[config.mk]
export PLATFORM = sky130hd
export DESIGN_NAME = integer_to_ascii_formatter
export DESIGN_NICKNAME = d
export VERILOG_FILES = /design/src/rtl/ifmt_pkg.sv /design/src/rtl/ifmt_digits.sv /design/src/rtl/integer_to_ascii_formatter.sv
export SDC_FILE = /design/constraint.sdc
export NUM_CORES = 1
export LEC_CHECK = 0
export BUFFER_PORTS_ARGS = -buffer_cell sky130_fd_sc_hd__buf_2
export CELL_PAD_IN_SITES_DETAIL_PLACEMENT = 1
export CELL_PAD_IN_SITES_GLOBAL_PLACEMENT = 1
export CORE_ASPECT_RATIO = 1.1
export CORE_MARGIN = 3
export CORE_UTILIZATION = 52
export CTS_CLUSTER_DIAMETER = 40
export DETAILED_ROUTE_END_ITERATION = 12
export PLACE_DENSITY = 0.9
export SLEW_MARGIN = 20
export SYNTH_ARGS = -nofsm -noshare
export SYNTH_HDL_FRONTEND = slang
export SYNTH_SLANG_ARGS = --single-unit
[constraint.sdc]
create_clock -name clk_i -period 14.9 [get_ports clk_i]
set_input_delay 1.49 -clock clk_i [delete_from_list [all_inputs] [get_ports clk_i]]
set_output_delay 1.49 -clock clk_i [all_outputs]
set_load 0.005 [all_outputs]
[src/rtl/ifmt_pkg.sv]
// Package for the integer to ASCII formatter.
// Holds the transfer payload types, character and radix codes and the digit helpers.
// No dependencies.
package ifmt_pkg;

  localparam logic [1:0] RADIX_OCT = 2'd0;
  localparam logic [1:0] RADIX_DEC = 2'd1;

  localparam logic [7:0] CH_NUL     = 8'h00;
  localparam logic [7:0] CH_SPACE   = 8'h20;
  localparam logic [7:0] CH_PLUS    = 8'h2B;
  localparam logic [7:0] CH_MINUS   = 8'h2D;
  localparam logic [7:0] CH_ZERO    = 8'h30;
  localparam logic [7:0] CH_A_UPPER = 8'h41;
  localparam logic [7:0] CH_X_UPPER = 8'h58;
  localparam logic [7:0] CH_A_LOWER = 8'h61;
  localparam logic [7:0] CH_X_LOWER = 8'h78;

  typedef struct packed {
    logic [63:0] magnitude;
    logic        negative;
    logic [1:0]  radix_sel;
    logic        upper_case;
    logic        left_justify;
    logic [6:0]  field_width;
    logic        zero_fill;
    logic        has_precision;
    logic [5:0]  precision;
    logic        alternate;
    logic        blank_sign;
    logic        plus_sign;
  } ifmt_in_t;

  typedef struct packed {
    logic [7:0] out_char;
    logic       is_empty;
    logic       last;
  } ifmt_out_t;

  // Control from the sequencer to the digit chain.
  typedef struct packed {
    logic       load;
    logic       step;
    logic [1:0] radix_sel;
  } ifmt_dig_ctrl_t;

  // Decimal digits of five or more get three added before each shift.
  function automatic logic [3:0] digit_adjust(logic [3:0] s, logic dec);
    digit_adjust = (dec && (s >= 4'd5)) ? s + 4'd3 : s;
  endfunction

  function automatic logic [7:0] digit_char(logic [3:0] d, logic up);
    if (d < 4'd10) begin
      digit_char = CH_ZERO + {4'b0000, d};
    end else begin
      digit_char = (up ? CH_A_UPPER : CH_A_LOWER) + {4'b0000, d} - 8'd10;
    end
  endfunction

endpackage

[src/rtl/ifmt_digits.sv]
// Bit-serial radix converter: shifts the value in one bit a cycle on step through a chain
// of 4-bit digit slots (shift-and-add-3 for decimal, plain 3- or 4-bit groups otherwise).
// Depends on ifmt_pkg.
module ifmt_digits
  import ifmt_pkg::*;
#(
  parameter int VALUE_BITS = 64
) (
  input  logic                                clk_i,
  input  logic                                rst_ni,
  input  ifmt_dig_ctrl_t                      ctrl_i,
  input  logic [VALUE_BITS-1:0]               magnitude_i,
  input  logic [$clog2((VALUE_BITS+2)/3)-1:0] rd_idx_i,
  output logic [$clog2((VALUE_BITS+2)/3+1)-1:0] nd_o,
  output logic [3:0]                          digit_o
);

  localparam int NDIG = (VALUE_BITS + 2) / 3;
  localparam int IDXW = $clog2(NDIG);
  localparam int NDW  = $clog2(NDIG + 1);

  logic [VALUE_BITS-1:0] val_q;
  logic [3:0]            slot_q [NDIG];
  logic [3:0]            slot_d [NDIG];
  logic [3:0]            adj    [NDIG];
  logic [NDIG-1:0]       carry;
  logic [NDIG-1:0]       cin;
  logic [NDW-1:0]        nd_q, nd_d, nd_m1;
  logic [1:0]            radix_q;
  logic                  is_oct, is_dec;
  logic [IDXW-1:0]       sel_idx;
  logic [3:0]            sel_slot, sel_adj;
  logic                  top_carry;

  assign is_oct = (radix_q == RADIX_OCT);
  assign is_dec = (radix_q == RADIX_DEC);

  always_comb begin
    for (int k = 0; k < NDIG; k++) begin
      adj[k]   = digit_adjust(slot_q[k], is_dec);
      carry[k] = is_oct ? adj[k][2] : adj[k][3];
    end
  end

  assign cin = {carry[NDIG-2:0], val_q[VALUE_BITS-1]};

  always_comb begin
    for (int k = 0; k < NDIG; k++) begin
      slot_d[k] = is_oct ? {1'b0, adj[k][1:0], cin[k]} : {adj[k][2:0], cin[k]};
    end
  end

  // One read port: the top occupied slot while converting, the emitter's digit afterwards.
  assign nd_m1    = nd_q - 1'b1;
  assign sel_idx  = ctrl_i.step ? nd_m1[IDXW-1:0] : rd_idx_i;
  assign sel_slot = slot_q[sel_idx];
  assign sel_adj  = digit_adjust(sel_slot, is_dec);
  assign top_carry = is_oct ? sel_adj[2] : sel_adj[3];

  // Digit count: one on the first set bit, plus one per spill from the top occupied slot.
  always_comb begin
    nd_d = nd_q;
    if (nd_q == '0) begin
      nd_d = val_q[VALUE_BITS-1] ? NDW'(1) : '0;
    end else if (top_carry) begin
      nd_d = nd_q + 1'b1;
    end
  end

  always_ff @(posedge clk_i or negedge rst_ni) begin
    if (!rst_ni) begin
      nd_q <= '0;
    end else if (ctrl_i.load) begin
      nd_q <= '0;
    end else if (ctrl_i.step) begin
      nd_q <= nd_d;
    end
  end

  always_ff @(posedge clk_i) begin
    if (ctrl_i.load) begin
      val_q   <= magnitude_i;
      radix_q <= ctrl_i.radix_sel;
      for (int k = 0; k < NDIG; k++) begin
        slot_q[k] <= 4'd0;
      end
    end else if (ctrl_i.step) begin
      val_q <= {val_q[VALUE_BITS-2:0], 1'b0};
      for (int k = 0; k < NDIG; k++) begin
        slot_q[k] <= slot_d[k];
      end
    end
  end

  assign nd_o    = nd_q;
  assign digit_o = sel_slot;

endmodule

[src/rtl/integer_to_ascii_formatter.sv]
// Integer to ASCII formatter: one printf-style integer conversion per input transfer.
// Depends on ifmt_pkg and ifmt_digits.
//
// A request is taken only when the block is idle. The magnitude is shifted one bit a
// cycle through the digit chain, followed by a setup state that sizes the padding,
// prefix and zero runs. The characters then leave at one per cycle while the output is
// not stalled, with no character sent while the emitter moves across each of the five
// segment boundaries. An empty conversion gives a single result with is_empty and last
// set. There is no clearing pass after reset.
module integer_to_ascii_formatter
  import ifmt_pkg::*;
#(
  parameter int VALUE_BITS    = 64,
  parameter int MAX_WIDTH     = 64,
  parameter int MAX_PRECISION = 60
) (
  input  logic      clk_i,
  input  logic      rst_ni,
  input  logic      in_valid_i,
  output logic      in_stall_o,
  input  ifmt_in_t  in_data_i,
  output logic      out_valid_o,
  input  logic      out_stall_i,
  output ifmt_out_t out_data_o
);

  localparam int NDIG = (VALUE_BITS + 2) / 3;
  localparam int IDXW = $clog2(NDIG);
  localparam int NDW  = $clog2(NDIG + 1);
  localparam int BCW  = $clog2(VALUE_BITS);

  typedef enum logic [3:0] {
    ST_IDLE  = 4'b0001,
    ST_CONV  = 4'b0010,
    ST_SETUP = 4'b0100,
    ST_EMIT  = 4'b1000
  } state_e;

  typedef enum logic [2:0] {
    SEG_LPAD   = 3'd0,
    SEG_PREFIX = 3'd1,
    SEG_ZEROS  = 3'd2,
    SEG_DIGITS = 3'd3,
    SEG_RPAD   = 3'd4,
    SEG_DONE   = 3'd5
  } seg_e;

  state_e         state_q, state_d;
  seg_e           seg_q, seg_d, seg_next;
  logic [6:0]     rem_q, rem_d, len_next;
  logic [6:0]     emit_cnt_q, emit_cnt_d;
  logic [BCW-1:0] bit_cnt_q, bit_cnt_d;
  ifmt_in_t       req_q, req_d;
  logic [23:0]    pre_q, pre_d;
  logic [1:0]     np_q, np_d;
  logic [6:0]     zeros_q, zeros_d, rpad_q, rpad_d, out_len_q, out_len_d;
  logic [NDW-1:0] nd_eff_q, nd_eff_d;
  logic           out_valid_q, out_valid_d;
  ifmt_out_t      out_q, out_d;
  logic           out_free;

  ifmt_dig_ctrl_t dig_ctrl;
  logic [NDW-1:0] nd_raw;
  logic [3:0]     digit;
  logic [6:0]     dig_pos;

  // Setup arithmetic
  logic           is_oct, is_dec, is_hex, zpad;
  logic [NDW-1:0] nd_eff;
  logic [6:0]     nzeros, total, pad;
  logic [1:0]     np;
  logic [23:0]    pre_raw, pre_aln;
  logic [7:0]     emit_char;

  assign dig_pos = rem_q - 7'd1;

  ifmt_digits #(
    .VALUE_BITS(VALUE_BITS)
  ) u_digits (
    .clk_i      (clk_i),
    .rst_ni     (rst_ni),
    .ctrl_i     (dig_ctrl),
    .magnitude_i(in_data_i.magnitude[VALUE_BITS-1:0]),
    .rd_idx_i   (dig_pos[IDXW-1:0]),
    .nd_o       (nd_raw),
    .digit_o    (digit)
  );

  always_comb begin
    is_oct = (req_q.radix_sel == RADIX_OCT);
    is_dec = (req_q.radix_sel == RADIX_DEC);
    is_hex = !is_oct && !is_dec;

    // A zero value prints one digit unless an explicit precision of zero was given.
    if (nd_raw == '0) begin
      nd_eff = (req_q.has_precision && (req_q.precision == '0)) ? '0 : NDW'(1);
    end else begin
      nd_eff = nd_raw;
    end

    if (req_q.has_precision && ({1'b0, req_q.precision} > 7'(nd_eff))) begin
      nzeros = {1'b0, req_q.precision} - 7'(nd_eff);
    end else begin
      nzeros = 7'd0;
    end

    pre_raw = '0;
    np      = 2'd0;
    if (req_q.negative) begin
      pre_raw = {pre_raw[15:0], CH_MINUS};
      np      = np + 2'd1;
    end else if (req_q.plus_sign) begin
      pre_raw = {pre_raw[15:0], CH_PLUS};
      np      = np + 2'd1;
    end else if (req_q.blank_sign) begin
      pre_raw = {pre_raw[15:0], CH_SPACE};
      np      = np + 2'd1;
    end
    if (req_q.alternate && is_hex && (nd_raw != '0)) begin
      pre_raw = {pre_raw[7:0], CH_ZERO, (req_q.upper_case ? CH_X_UPPER : CH_X_LOWER)};
      np      = np + 2'd2;
    end
    // The octal marker is dropped when the printed digits already begin with a zero.
    if (req_q.alternate && is_oct && (nzeros == '0) && ((nd_raw != '0) || (nd_eff == '0)))
    begin
      pre_raw = {pre_raw[15:0], CH_ZERO};
      np      = np + 2'd1;
    end

    case (np)
      2'd0:    pre_aln = '0;
      2'd1:    pre_aln = {pre_raw[7:0], 16'h0000};
      2'd2:    pre_aln = {pre_raw[15:0], 8'h00};
      default: pre_aln = pre_raw;
    endcase

    total = 7'(np) + nzeros + 7'(nd_eff);
    pad   = (req_q.field_width > total) ? req_q.field_width - total : 7'd0;
    zpad  = req_q.zero_fill && !req_q.left_justify && !req_q.has_precision;
  end

  always_comb begin
    case (seg_q)
      SEG_LPAD: begin
        seg_next = SEG_PREFIX;
        len_next = {5'd0, np_q};
      end
      SEG_PREFIX: begin
        seg_next = SEG_ZEROS;
        len_next = zeros_q;
      end
      SEG_ZEROS: begin
        seg_next = SEG_DIGITS;
        len_next = 7'(nd_eff_q);
      end
      SEG_DIGITS: begin
        seg_next = SEG_RPAD;
        len_next = rpad_q;
      end
      default: begin
        seg_next = SEG_DONE;
        len_next = 7'd0;
      end
    endcase
  end

  always_comb begin
    case (seg_q)
      SEG_LPAD, SEG_RPAD: emit_char = CH_SPACE;
      SEG_PREFIX:         emit_char = pre_q[23:16];
      SEG_ZEROS:          emit_char = CH_ZERO;
      SEG_DIGITS:         emit_char = digit_char(digit, req_q.upper_case);
      default:            emit_char = CH_NUL;
    endcase
  end

  assign out_free = !out_valid_q || !out_stall_i;

  always_comb begin
    state_d     = state_q;
    seg_d       = seg_q;
    rem_d       = rem_q;
    emit_cnt_d  = emit_cnt_q;
    bit_cnt_d   = bit_cnt_q;
    req_d       = req_q;
    pre_d       = pre_q;
    np_d        = np_q;
    zeros_d     = zeros_q;
    rpad_d      = rpad_q;
    out_len_d   = out_len_q;
    nd_eff_d    = nd_eff_q;
    out_valid_d = out_valid_q && out_stall_i;
    out_d       = out_q;
    dig_ctrl    = '{load: 1'b0, step: 1'b0, radix_sel: in_data_i.radix_sel};

    unique case (state_q)
      ST_IDLE: begin
        if (in_valid_i) begin
          dig_ctrl.load = 1'b1;
          req_d         = in_data_i;
          if (in_data_i.field_width > 7'(MAX_WIDTH)) begin
            req_d.field_width = 7'(MAX_WIDTH);
          end
          if (in_data_i.precision > 6'(MAX_PRECISION)) begin
            req_d.precision = 6'(MAX_PRECISION);
          end
          bit_cnt_d = BCW'(VALUE_BITS - 1);
          state_d   = ST_CONV;
        end
      end
      ST_CONV: begin
        dig_ctrl.step = 1'b1;
        bit_cnt_d     = bit_cnt_q - 1'b1;
        if (bit_cnt_q == '0) begin
          state_d = ST_SETUP;
        end
      end
      ST_SETUP: begin
        pre_d      = pre_aln;
        np_d       = np;
        nd_eff_d   = nd_eff;
        zeros_d    = nzeros + ((!req_q.left_justify && zpad) ? pad : 7'd0);
        rpad_d     = req_q.left_justify ? pad : 7'd0;
        out_len_d  = pad + total;
        emit_cnt_d = 7'd0;
        seg_d      = SEG_LPAD;
        rem_d      = (!req_q.left_justify && !zpad) ? pad : 7'd0;
        state_d    = ST_EMIT;
      end
      ST_EMIT: begin
        if (out_len_q == '0) begin
          if (out_free) begin
            out_valid_d    = 1'b1;
            out_d.out_char = CH_NUL;
            out_d.is_empty = 1'b1;
            out_d.last     = 1'b1;
            state_d        = ST_IDLE;
          end
        end else if (seg_q == SEG_DONE) begin
          state_d = ST_IDLE;
        end else if (rem_q == '0) begin
          seg_d = seg_next;
          rem_d = len_next;
        end else if (out_free) begin
          out_valid_d    = 1'b1;
          out_d.out_char = emit_char;
          out_d.is_empty = 1'b0;
          out_d.last     = (emit_cnt_q == out_len_q - 7'd1);
          rem_d          = rem_q - 7'd1;
          emit_cnt_d     = emit_cnt_q + 7'd1;
          if (seg_q == SEG_PREFIX) begin
            pre_d = {pre_q[15:0], 8'h00};
          end
        end
      end
      default: state_d = ST_IDLE;
    endcase
  end

  always_ff @(posedge clk_i or negedge rst_ni) begin
    if (!rst_ni) begin
      state_q     <= ST_IDLE;
      seg_q       <= SEG_DONE;
      rem_q       <= 7'd0;
      emit_cnt_q  <= 7'd0;
      bit_cnt_q   <= '0;
      out_valid_q <= 1'b0;
    end else begin
      state_q     <= state_d;
      seg_q       <= seg_d;
      rem_q       <= rem_d;
      emit_cnt_q  <= emit_cnt_d;
      bit_cnt_q   <= bit_cnt_d;
      out_valid_q <= out_valid_d;
    end
  end

  always_ff @(posedge clk_i) begin
    req_q     <= req_d;
    pre_q     <= pre_d;
    np_q      <= np_d;
    zeros_q   <= zeros_d;
    rpad_q    <= rpad_d;
    out_len_q <= out_len_d;
    nd_eff_q  <= nd_eff_d;
    out_q     <= out_d;
  end

  assign in_stall_o  = (state_q != ST_IDLE);
  assign out_valid_o = out_valid_q;
  assign out_data_o  = out_q;

`ifndef NO_ASSERTIONS
  // An empty conversion is always the one and only result of its request.
  a_empty_is_last : assert property (@(posedge clk_i) disable iff (!rst_ni)
    (out_valid_q && out_q.is_empty) |-> out_q.last)
    else $error("empty result not marked last");

  // The emitter never sends more characters than the sized field.
  a_emit_bound : assert property (@(posedge clk_i) disable iff (!rst_ni)
    (state_q == ST_EMIT) |-> (emit_cnt_q <= out_len_q))
    else $error("character count beyond field length");

  // Digit reads stay within the effective digit count.
  a_digit_range : assert property (@(posedge clk_i) disable iff (!rst_ni)
    (state_q == ST_EMIT && seg_q == SEG_DIGITS) |-> (rem_q <= 7'(nd_eff_q)))
    else $error("digit index beyond digit count");

  // An accepted request goes straight into conversion.
  a_accept_conv : assert property (@(posedge clk_i) disable iff (!rst_ni)
    (in_valid_i && !in_stall_o) |=> (state_q == ST_CONV))
    else $error("accepted request did not start conversion");
`endif

endmodule
==> results of run 1 <==
routing by layer:
metal  global-route usage, %  part of all wire (%)  up-vias
met2                    52.3                    50      595
met5                       0                     0        -
met4                    13.6                   4.6        0
met1                    36.7                    39     6638
met3                    5.33                   6.9      190
li1                        -                     -     5888
cells in the mapped netlist, types with 6 or more instances:
library cell               instances
sky130_fd_sc_hd__nand2b_1         46
sky130_fd_sc_hd__o21bai_1          6
sky130_fd_sc_hd__a211oi_1         50
sky130_fd_sc_hd__dfrtp_1          30
sky130_fd_sc_hd__buf_1             8
sky130_fd_sc_hd__mux4_2            7
sky130_fd_sc_hd__nand4_1           7
sky130_fd_sc_hd__o21ai_0          98
sky130_fd_sc_hd__a21o_1            9
sky130_fd_sc_hd__inv_1            95
sky130_fd_sc_hd__fa_1              7
sky130_fd_sc_hd__o21a_1            6
sky130_fd_sc_hd__nand2_1         261
sky130_fd_sc_hd__and3_1            8
sky130_fd_sc_hd__o211ai_1          8
sky130_fd_sc_hd__clkbuf_1         66
sky130_fd_sc_hd__nor3_1           19
sky130_fd_sc_hd__a31oi_1           9
sky130_fd_sc_hd__nor2_1          140
sky130_fd_sc_hd__or4_1            25
sky130_fd_sc_hd__o31a_1           20
sky130_fd_sc_hd__a21oi_1         106
sky130_fd_sc_hd__xor2_1           11
sky130_fd_sc_hd__xnor2_1          53
sky130_fd_sc_hd__nand3_1          22
sky130_fd_sc_hd__ha_1             87
sky130_fd_sc_hd__mux2i_1          43
sky130_fd_sc_hd__a22oi_1          10
sky130_fd_sc_hd__edfxtp_1        233
sky130_fd_sc_hd__and2_1           18
sky130_fd_sc_hd__nor2b_1          18
worst max-delay path by stage:
stage	startpoint	endpoint	slack (ns)	cells past startpoint
after CTS	u_digits.nd_o[0]	zeros_q[6]	4.63	36
after global placement	u_digits.nd_o[0]	zeros_q[5]	6.09	35
final	u_digits.nd_o[0]	zeros_q[6]	4.39	36
after detailed placement	u_digits.nd_o[0]	zeros_q[6]	5.26	36
after global routing	u_digits.nd_o[0]	zeros_q[6]	3.81	36
after floorplan	u_digits.nd_o[0]	zeros_q[5]	6.79	37
power groups by stage:
stage               logic (mW)  clock network, mW  registers (mW)
floorplan                 1.61                  0            1.36
global placement          2.05                  0            1.41
detailed placement        2.20                  0            1.43
CTS                       2.33              0.970            1.43
global route              2.58               1.00            1.46
finish                    2.36              0.964            1.44
critical path, delay by kind of cell, from the launching register on:
kind	cells	cell delay [ns]
compound gates	16	3.50
xor+xnor	3	0.95
simple gates	7	2.62
flops	1	0.64
buf+inv	3	0.36
fa+ha+maj	7	2.17
through the flow:
stage	instances	utilization (%)	setup WS, ns
global placement	2051	56.1	6.09
finish	2129	60.6	4.39
detailed placement	2051	56.1	5.26
floorplan	1610	-	6.79
global route	2129	60.6	3.81
CTS	2129	60.6	4.63
flip-flops by register name, indices dropped and copies added, names as in the netlist, 2 cells and up:
name	cells
bit_cnt_q	6
emit_cnt_q	7
nd_eff_q	5
np_q	2
out_data_o	9
out_len_q	7
pre_q	21
rem_q	7
req_q	23
rpad_q	7
seg_q	3
state_q	4
u_digits.nd_o	5
u_digits.slot_q	88
u_digits.val_q	64
zeros_q	7
final cells by class:
| type | count | share of cell area, % |
|---|---|---|
| well taps | 408 | 2.82 |
| clock buffers | 49 | 6.12 |
| clock inverters | 29 | 1.34 |
| multi-input cells | 1168 | 41.2 |
| repair buffers | 113 | 3.29 |
| inverters | 96 | 2.00 |
| flip-flops and latches | 266 | 43.2 |
kinds of logic after synthesis:
logic type	count (synthesis)
muxes	55
DFF	266
xor gates and xnor gates	64
adders and majority gates	94
other	1
buffers and inverters	176
and+or+nand+nor	593
AOI/OAI and AO/OA	358
==> reports/results.txt, run 1 <==
The run finished with clean final reports. Post-route standard cell area excluding fillers: 18100 µm². Critical path endpoint category: a flop.

On the worst path, the slowest cell contributes a delay of 0.71 ns. The smallest clock period supported by the final layout is computed as 10.51 ns. The synthesized netlist devotes 7.72% of its cell area to adder and majority cells. In this run, synthesis produced a sequential element count of 266. Relative to the synthesized area, the layout overhead comes to 13.9%.

The power consumption was 4.76 mW; the flop-to-flop setup slack was 4.39 ns. The main flop type after synthesis is sky130_fd_sc_hd__edfxtp_1. 103 I/O pins were placed. The maximum clock skew at final layout was 0.0272 ns.

The number of failing hold endpoints at the final stage came out at 0. In this run, the number of DRC markers left after iteration 0 of detailed routing was 1159. The worst supply voltage drop on vdd was 0.158 mV. The library cells used most frequently in the layout, excluding fill and tap cells, are sky130_fd_sc_hd__nand2_1, sky130_fd_sc_hd__edfxtp_1, sky130_fd_sc_hd__nor2_1. The worst pin sits at a relative slew slack of 31.9%. Data on the critical path arrives at its endpoint at 10.80 ns. The tools report the maximum buffer depth of the clock tree as 3. The async set or reset register ratio after synthesis works out to 12.4%. The hold buffer count at CTS was 0; the post-synthesis simple-gate area fraction was 17.3%. Once detail routing completed, the nets flagged for antenna violations numbered 0.

Measured along the y axis, the die boundary spans 189 µm. The synthesized design contains 233 enable-type register cells. The buffer count from post-CTS setup fixing was 0. The initialized floorplan defines 66 standard-cell rows. For the internal power consumption, the log shows 2.62 mW. Entering global routing, the biggest net connects 109 pins.

Cells with a size suffix above 1 make up 12.4% of the layout. The total power per unit cell area is 263 nW/µm². Summed over all nets, the switching power comes to 2.15 mW.

The share of the synthesized area in the top cell type is 44.0%, and the complex-gate fraction of the synthesized area is 14.0%. Setup repair after global routing left no endpoint under its margin. The tools report the data required time at the worst endpoint as 15.19 ns.

The tools report the origin of the critical flop-to-flop path as u_digits.nd_o[0]. The tools report the capture point of the worst reg-to-reg path as zeros_q[6]. The global routing usage summed across all routing layers is 30.1%, and the highest fanout seen on the critical path is 16.

The register share of total power is 30.2%, and the number of pins with negative max-slew slack in the final report is 0. Hold timing on the final database bottoms out at a slack of 0.509 ns. For the pin with the worst max-slew slack, the measured transition is 1.02 ns. Cell at the slowest stage of the critical path: sky130_fd_sc_hd__or4_1. Of the total power, the share spent switching nets is 45.1%. The first global-routing pass estimated 79000 µm of wire. The critical path is of the reg2reg type.

The number of nets in the layout was 1873. The tools report the antenna diode count as 0. The run gives 1607 as the gate count of the mapped netlist.

Setup total negative slack on the finished layout was measured at 0 ns. The worst setup path is launched from a flop. After synthesis, the netlist uses 70 different library cells.

The reported max-cap violation count came out at 0. The library cell used most frequently in the layout, excluding fill and tap cells, is sky130_fd_sc_hd__nand2_1. For the number of global-route vias before repair, the log shows 14.3k. After filler insertion, the fill cell instance count of the layout stands at 3296. The floorplan step set the die width to 173 µm. The standard cell core area was 29900 µm²; the multiplexer area fraction after synthesis was 4.07%. Setup violations remaining at the end of the flow were counted as 0. Once placement finished, the instance area stood at 16800 µm². Routability-driven placement finished with a final weighted congestion of 0.909. Summing all flip-flop and latch instances after layout gives 7830 µm².

The average wire per standard cell works out to 23.4 µm. The tools report the combined area of the multi-input logic cells as 7470 µm². Dividing the synthesized area by the synthesized cell count gives 9.90 µm². By area, the combinational part of the netlist is dominated by simple AND/OR/NAND/NOR gates. The largest total area in the synthesized netlist belongs to sky130_fd_sc_hd__edfxtp_1.

The post-detailed-route via-to-cell ratio was 6.25. Summing the areas of all xor and xnor instances in the mapped netlist gives 3.52% of the synthesized area. Of the available clock period, the critical path in the final layout requires 70.6%. Startpoint of the tightest hold check path: bit_cnt_q[4]. The class of the worst hold path is reg2reg. The Yosys step of the flow raised 0 warnings.

The end point of the worst hold path is bit_cnt_q[4]. After synthesis, the cell types taking the most area are sky130_fd_sc_hd__edfxtp_1, sky130_fd_sc_hd__ha_1, sky130_fd_sc_hd__nand2_1. The run gives 53.2% as the initial standard-cell utilization of the core. The depth of the worst hold-timing path works out to 1. Static timing analysis puts the maximum clock frequency at 95.1 MHz. The clock-pin transition on the worst setup and hold timing paths came out at 0.06 ns. The tree is rooted in a sky130_fd_sc_hd__clkbuf_16.

For this design, the sink count on the clock tree is 266. The logs give 13.3k for the total number of vias and 49900 µm for the overall routed net length. Per report_power, the clock group accounts for 20.2% of the total.

For this run the aggregate overflow at the end of global routing stands at 0. The run gives 0 as the number of remaining DRC errors. The first detailed-routing pass ran for 5 iterations. For this design the static power due to leakage is 7.32 nW. The number of port buffers works out to 101. The die covers 32700 µm². In this run, CTS created clock tree buffers numbering 43. The logs give 0 for the initial antenna violation count and 30200 µm for the half-perimeter wire length of the detailed placement result. The tools report the sequential element share of the synthesized area as 49.2%. The clock latency on the worst-skew pair came out at 0.54 ns. TritonCTS built the clock tree. For the worst flop-to-flop path, the logic depth is 36.

Combinational logic is responsible for 49.6% of the overall power. The post-cts sizing count is 0. The number of H-tree levels is 2, and the netlist area before placement is 15900 µm².
Power figures use the tool's default switching activity.
==> run 2: changes to the inputs <==
--- a/config.mk
+++ b/config.mk
@@ -10,10 +10,10 @@
 export CELL_PAD_IN_SITES_GLOBAL_PLACEMENT = 1
 export CORE_ASPECT_RATIO = 1.1
 export CORE_MARGIN = 3
-export CORE_UTILIZATION = 52
+export CORE_UTILIZATION = 44
 export CTS_CLUSTER_DIAMETER = 40
 export DETAILED_ROUTE_END_ITERATION = 12
-export PLACE_DENSITY = 0.9
+export PLACE_DENSITY = 0.81
 export SLEW_MARGIN = 20
 export SYNTH_ARGS = -nofsm -noshare
 export SYNTH_HDL_FRONTEND = slang
==> constraint.sdc (replaced) <==
create_clock -name clk_i -period 8.5 [get_ports clk_i]
set_input_delay 0.85 -clock clk_i [delete_from_list [all_inputs] [get_ports clk_i]]
set_output_delay 0.85 -clock clk_i [all_outputs]
set_load 0.005 [all_outputs]
==> run 2 against run 1 <==
Against the previous run: final area grew 1.8%; critical path type unchanged; global-route usage shrank 8.2 points; first-iteration DRC count shrank 27%; sequential cell count is the same; die area grew 18%; setup slack lost 3.9 ns.
==> reports/results.txt, run 2 (synthesis gave the netlist of run 1 again) <==
The highest fanout seen on the critical path is 10, and the number of cells traversed by the worst register-to-register path is 37. Measured along the y axis, the die boundary spans 205 µm. The library cell appearing most often on the critical path was sky130_fd_sc_hd__ha_1.

The run gives 0 as the hold buffer count at CTS. Clock sink count: 266. The library cells used most frequently in the layout, excluding fill and tap cells, are sky130_fd_sc_hd__nand2_1, sky130_fd_sc_hd__edfxtp_1, sky130_fd_sc_hd__nor2_1. After clock tree synthesis, the clock-pin slew on the worst setup and hold paths is 0.06 ns. IR analysis of the VDD net gives a maximum drop of 0.360 mV. The repair_antennas step left the layout with diodes totalling 0. The endpoint identified for the worst register-to-register timing path is zeros_q[6]. The arrival time of data at the critical path endpoint was 8.33 ns; the flop-to-flop setup slack was 0.47 ns.

The logs give 5 for the number of iterations in the first detailed-routing pass and 103 for the top-level port count. For this design, the slowest cell found on the critical path is sky130_fd_sc_hd__or4_1. The run gives 16900 µm² as the placed standard-cell area. The critical path endpoint category was a flop. The run gives 0 as the total of endpoints with negative setup slack in the final report.

In this run the number of H-tree levels came out at 2. The path class of the tightest hold or removal check is in2async. The worst slew slack as a fraction of its limit was 30.8%; the maximum clock skew at final layout was 0.0190 ns. Once detail routing completed, the nets flagged for antenna violations numbered 0. TritonCTS built the clock tree. Entering global routing, the biggest net connects 109 pins. The routed design has 42500 µm of wire. For the total congestion overflow after global routing, the log shows 0. The clock passes through at most 3 buffers. Leakage power figure: 7.44 nW.

Count of routing violations after the opening detailed-route iteration: 849. The run finished with clean final reports. The maximum clock frequency was 125 MHz.

After detailed routing, the number of vias per cell comes to 5.63. The half-perimeter wire length of the detailed placement result was 28900 µm; the number of flip-flops in the largest register was 88. Leaving out fill and tap cells, the most frequent cell in the layout is sky130_fd_sc_hd__nand2_1. In the global route stage, overall resource usage came out at 21.9%. Once layout is complete, the cells apart from fillers number 2215. The register with the most flip-flops in the final layout is u_digits.slot_q.

Buffers placed on the I/O ports in this run total 101. The net count of the finished layout is 1883. The transition time at the pin with the least slew margin works out to 1.04 ns.

The tools report the number of failing hold endpoints at the final stage as 0. In the final layout, the share of cells above drive strength 1 is 13.6%. The average wire per standard cell is 19.2 µm, and the area of the die is 38500 µm². The final clock period utilization by the worst path came out at 94.5%. The overall die width came out at 187 µm.

The utilization of the core after routing was 52.1%. Once placement completed, the tool counted placed cells totaling 2132. For the number of pins with negative max-slew slack in the final report, the log shows 0. The number of global-route vias before repair came out at 13.2k. The floorplan has 72 rows. The buffer type at the clock tree root is sky130_fd_sc_hd__clkbuf_16. Counting the buffers created by CTS gives 44.

For this run, design rule violations remaining after detail routing come to 0. At the later pin of the worst-skew pair, clock insertion delay measures 0.55 ns. For the initial antenna violation count, the log shows 1. After floorplanning, the core was sized to cover 35400 µm². Relative to the synthesized area, the layout overhead comes to 15.9%. Nature of the critical path startpoint: a flop. The largest registers in the layout are u_digits.slot_q (88), u_digits.val_q (64), req_q (23). STA puts the critical path data required time at 8.80 ns. For the tightest hold margin, the log shows 0.398 ns. The origin of the critical flop-to-flop path is u_digits.nd_o[1].

The total power per unit cell area is 446 nW/µm², and the post-route standard cell area excluding fillers is 18500 µm². The routed design could run at a clock period as short as 8.03 ns. The tools report the final weighted congestion of routability-driven global placement as 0.865. Critical setup path kind: reg2reg. The reported max-cap violation count was 0. Once the floorplan was initialized, standard cells occupied 44.9% of the core. The detailed router placed 12.5k vias in this run. The first global-routing pass estimated 68700 µm of wire. In this design, the stage delay of the slowest critical-path cell is 0.57 ns.
[run 2: changes by cell type in the layout (fill, tap and decap cells not counted), sizes merged]
cell	before	now
bufinv	2	4
buf	113	122
clkinvlp	3	4
clkbuf	49	53
clkinv	17	14
[run 2: worst max path at each step]
stage                                start          to  slack [ns]  depth (start not counted)
after global routing      u_digits.nd_o[1]  zeros_q[6]       -0.04                         37
after CTS                 u_digits.nd_o[1]  zeros_q[6]        0.07                         37
final                     u_digits.nd_o[1]  zeros_q[6]        0.47                         37
after global placement    u_digits.nd_o[1]  zeros_q[6]        0.38                         36
after floorplan           u_digits.nd_o[0]  zeros_q[5]        0.39                         37
after detailed placement  u_digits.nd_o[1]  zeros_q[5]        0.04                         35
[run 2: cell type report]
type                    instances  area, µm²
repair buffers                122        663
clock inverters                29        297
inverters                      96        362
multi-input cells            1168       7510
well taps                     481        602
clock buffers                  53       1190
fillers                      3900      17000
flip-flops and latches        266       7830
[run 2: stage by stage]
step           TNS (ns)  power (mW)  setup slack [ns]
2_1_floorplan         0        5.21             0.394
3_3_place_gp          0        6.13             0.378
3_5_place_dp          0        6.37            0.0358
4_1_cts               0        8.24            0.0740
5_1_grt         -0.0449        8.86           -0.0449
6_report              0        8.23             0.469
[run 2: worst max-delay path, delay by kind of cell (launching register included)]
kind / cells / cell delay (ns)
fa+ha+maj: 8 / 2.64
flops: 1 / 0.46
simple gates: 8 / 1.60
buf+inv: 5 / 0.50
xor+xnor: 3 / 0.39
compound gates: 13 / 2.18
[run 2: power by group]
group	internal [mW]	total, mW	switching [mW]
Combinational	1.49	3.96	2.48
Sequential	2.12	2.47	0.351
Clock	1.13	1.79	0.664
Total	4.73	8.23	3.49
[run 2: metal layers]
| metal | GRT usage, % | vias up | routed length (µm) |
|---|---|---|---|
| li1 | - | 5916 | - |
| met5 | 0 | - | 7 |
| met4 | 6.16 | 2 | 904 |
| met2 | 38.8 | 282 | 21300 |
| met3 | 3.51 | 71 | 2000 |
| met1 | 27.9 | 6200 | 18300 |
[run 2: timing repair]
action,in CTS,in global routing
setup buffers,0,1
cloned,0,0
pin swaps,0,1
resized for setup,2,12
endpoints found under the setup margin,2,7
==> run 3: changes to the inputs <==
--- a/config.mk
+++ b/config.mk
@@ -10,10 +10,10 @@
 export CELL_PAD_IN_SITES_GLOBAL_PLACEMENT = 1
 export CORE_ASPECT_RATIO = 1.1
 export CORE_MARGIN = 3
-export CORE_UTILIZATION = 44
+export CORE_UTILIZATION = 49
 export CTS_CLUSTER_DIAMETER = 40
 export DETAILED_ROUTE_END_ITERATION = 12
-export PLACE_DENSITY = 0.81
+export PLACE_DENSITY = 0.85
 export SLEW_MARGIN = 20
 export SYNTH_ARGS = -nofsm -noshare
 export SYNTH_HDL_FRONTEND = slang
==> constraint.sdc (replaced) <==
create_clock -name clk_i -period 7.4 [get_ports clk_i]
set_input_delay 0.74 -clock clk_i [delete_from_list [all_inputs] [get_ports clk_i]]
set_output_delay 0.74 -clock clk_i [all_outputs]
set_load 0.005 [all_outputs]
==> run 3 against run 2 <==
Against the previous run: the run now ends with setup timing left; worst hold slack worse by 0.087 ns; setup slack worse by 1.0 ns; critical endpoint unchanged; fmax increased by 0.82%; clock power grew 15%; total power rose by 29%; sequential share of layout area shrank 1.1 points; clock skew rose by 0.029 ns; count of clock-buffer cells in the layout decreased by 9; largest power group unchanged.
==> reports/results.txt, run 3 (synthesis gave the netlist of run 1 again) <==
The cell class contributing the biggest share of worst-path delay is compound AO/OA/AOI/OAI gates. Initial antenna violation count: 0. The number of port buffers was 101. The final reports fail on setup timing. At the placement stage, the worst setup path has a slack of -0.365 ns. The run gives 0.56 ns as the clock latency on the worst-skew pair. After clock tree synthesis, the flow added hold-fix buffers numbering 0.

The count of routing violations after the opening detailed-route iteration is 1111. Of the cells placed in the final design, the portion with a size suffix greater than 1 is 18.4%. Derived from the worst setup path, the maximum achievable clock frequency is 126 MHz.

In the routed layout, each cell is associated on average with a via count of 6.16. Global routing used 28.1% of the available tracks. The overall die width was 178 µm; the overall routed net length was 52400 µm. The first detailed-routing pass ran for 6 iterations.

The half-perimeter wire length of the detailed placement result was 30100 µm; the number of H-tree levels was 2. Leaving out fill and tap cells, the most frequent cell in the layout is sky130_fd_sc_hd__nand2_1. The library cells used most frequently in the layout, excluding fill and tap cells, are sky130_fd_sc_hd__nand2_1, sky130_fd_sc_hd__edfxtp_1, sky130_fd_sc_hd__nor2_1. The tools report the worst supply voltage drop on vdd as 0.467 mV. The tools report the post-layout worst setup margin as -0.565 ns. The maximum buffer depth of the clock tree came out at 3. The clock arrives with 0.0485 ns of skew. The largest registers in the layout are u_digits.slot_q (88), u_digits.val_q (64), req_q (23).

Setup violations remaining at the end of the flow were counted as 6. The worst stage delay on the critical path was 0.46 ns. The critical path crosses 38 cells after its start point.

The TritonCTS buffer count is 41, and the number of antenna-violating nets in the routed design is 0. Relative to the synthesized area, the layout overhead comes to 19.0%. The buffer type at the clock tree root was sky130_fd_sc_hd__clkbuf_16.

Once placement finished, the instance area stood at 17000 µm². The worst setup path is launched from a flop. The worst path in the final design needs a cycle of 7.97 ns, including I/O delays and setup. Across all layers, the routed design uses 13.5k vias. The number of pins with negative max-slew slack in the final report is 0, and the top-level port count is 103. The transition time at the pin with the least slew margin was 1.18 ns; the reported max-cap violation count was 0. The data required time at the worst endpoint is 7.69 ns, and the leakage power figure is 7.68 nW.

Cell at the slowest stage of the critical path: sky130_fd_sc_hd__or4_4. The number of nets in the layout is 1922, and the total congestion overflow after global routing is 0. Setup repair after global routing could not meet its margin everywhere.

The first global-routing pass estimated 77500 µm of wire. The register with the highest flop count is u_digits.slot_q. In this run the power density over the cells is 560 nW/µm².

The number of remaining DRC errors was 0. The number of global-route vias before repair was 14.3k. The critical path in this run is classified as reg2reg. The finished cells cover 18900 µm². Library cell appearing most often on the critical path: sky130_fd_sc_hd__a21oi_2. The run finished, with violations left. The number of failing hold endpoints at the final stage is 0, and the chip height is 195 µm. Of all nets on the critical path, the largest fanout is 8.

The antenna diode count is 0. TritonCTS built the clock tree. The worst slew slack as a fraction of its limit is 21.0%, and the critical path buffer and inverter count is 5.

Of the available clock period, the critical path in the final layout requires 108%. The class of the worst hold path is in2async. At the worst endpoint, the arrival time is 8.26 ns.

In the final routed layout, each cell accounts on average for 23.9 µm. The number of fill cells in the layout came out at 3400. The area of the die came out at 34700 µm².

The critical path endpoint category was a flop. The initial utilization of the core area, before any placement, comes to 50.1%. The run gives 266 as the clock sink count. The total area inside the core boundary comes to 31700 µm². For the pin count of the biggest net entering global routing, the log shows 109. The number of cells traversed by the worst register-to-register path was 38; the number of flip-flops in the largest register was 88. The floorplan has 68 rows.

The clock-pin transition on the worst setup and hold timing paths works out to 0.07 ns. The final weighted congestion of routability-driven global placement is 0.902.
==> run 3: cell types whose count changed in the layout (fill, tap and decap cells not counted), moves of 9 or more <==
cell,before,now
sky130_fd_sc_hd__ha_1,87,78
sky130_fd_sc_hd__a21oi_1,105,94
sky130_fd_sc_hd__a21oi_2,1,10
sky130_fd_sc_hd__buf_4,21,60
==> run 3: what timing repair did <==
item / 4_1_cts / 5_1_grt
pin swaps: 15 / 40
resized for setup: 23 / 43
buffers inserted: 11 / 23
setup endpoints to repair: 6 / 10
==> run 3: area by class of cell <==
| class | instances | area, µm² | share of cell area, % |
|---|---|---|---|
| flip-flops and latches | 266 | 7830 | 41.3 |
| multi-input cells | 1168 | 7810 | 41.2 |
| clock buffers | 44 | 1050 | 5.53 |
| repair buffers | 164 | 990 | 5.23 |
| well taps | 420 | 526 | 2.78 |
| clock inverters | 31 | 370 | 1.96 |
| inverters | 96 | 364 | 1.92 |
==> run 3: power breakdown <==
group          switching [mW]  leakage [nW]  internal [mW]
logic                    3.49          4.39           2.17
clock network           0.774         0.692           1.28
registers               0.450          2.60           2.44
==> run 3: final timing paths <==
kind                       slack (ns)        startpoint            end
hold reg to reg                  0.50      bit_cnt_q[4]   bit_cnt_q[4]
setup reg to reg                -0.57  u_digits.nd_o[0]     zeros_q[6]
min in group clk_i               0.37      in_data_i[2]       req_q[2]
hold / removal                   0.31            rst_ni  emit_cnt_q[4]
setup / recovery                -0.57  u_digits.nd_o[0]     zeros_q[6]
max in group asynchronous        6.49            rst_ni       rem_q[5]
==> run 3: through the flow <==
stage	hold slack [ns]	TNS, ns	std cells	total power [mW]	util, %
3_5_place_dp	0.502	-1.08	2082	7.48	53.5
4_1_cts	0.304	0	2168	9.86	58.5
5_1_grt	0.358	-4.04	2189	11.2	59.7
3_3_place_gp	0.460	0	2082	7.13	53.5
2_1_floorplan	0.444	0	1610	6.03	-
6_report	0.311	-1.63	2189	10.6	59.7
==> run 3: worst reg2reg max path: cells and delay by family (launching register included) <==
kind	cells	cell delay, ns
AO/OA/AOI/OAI	15	2.40
XOR/XNOR	4	0.88
adder cells (fa/ha/maj)	6	1.74
buffers and inverters	5	0.76
flip-flops	1	0.41
AND/OR/NAND/NOR	8	1.50
==> run 3: routing by layer <==
layer,vias up,track usage [%],share of wire (%)
li1,5988,-,-
met1,6746,34.6,39
met2,569,48.9,50
met3,181,5.08,6.1
met4,0,10.9,5.2
met5,-,0,0
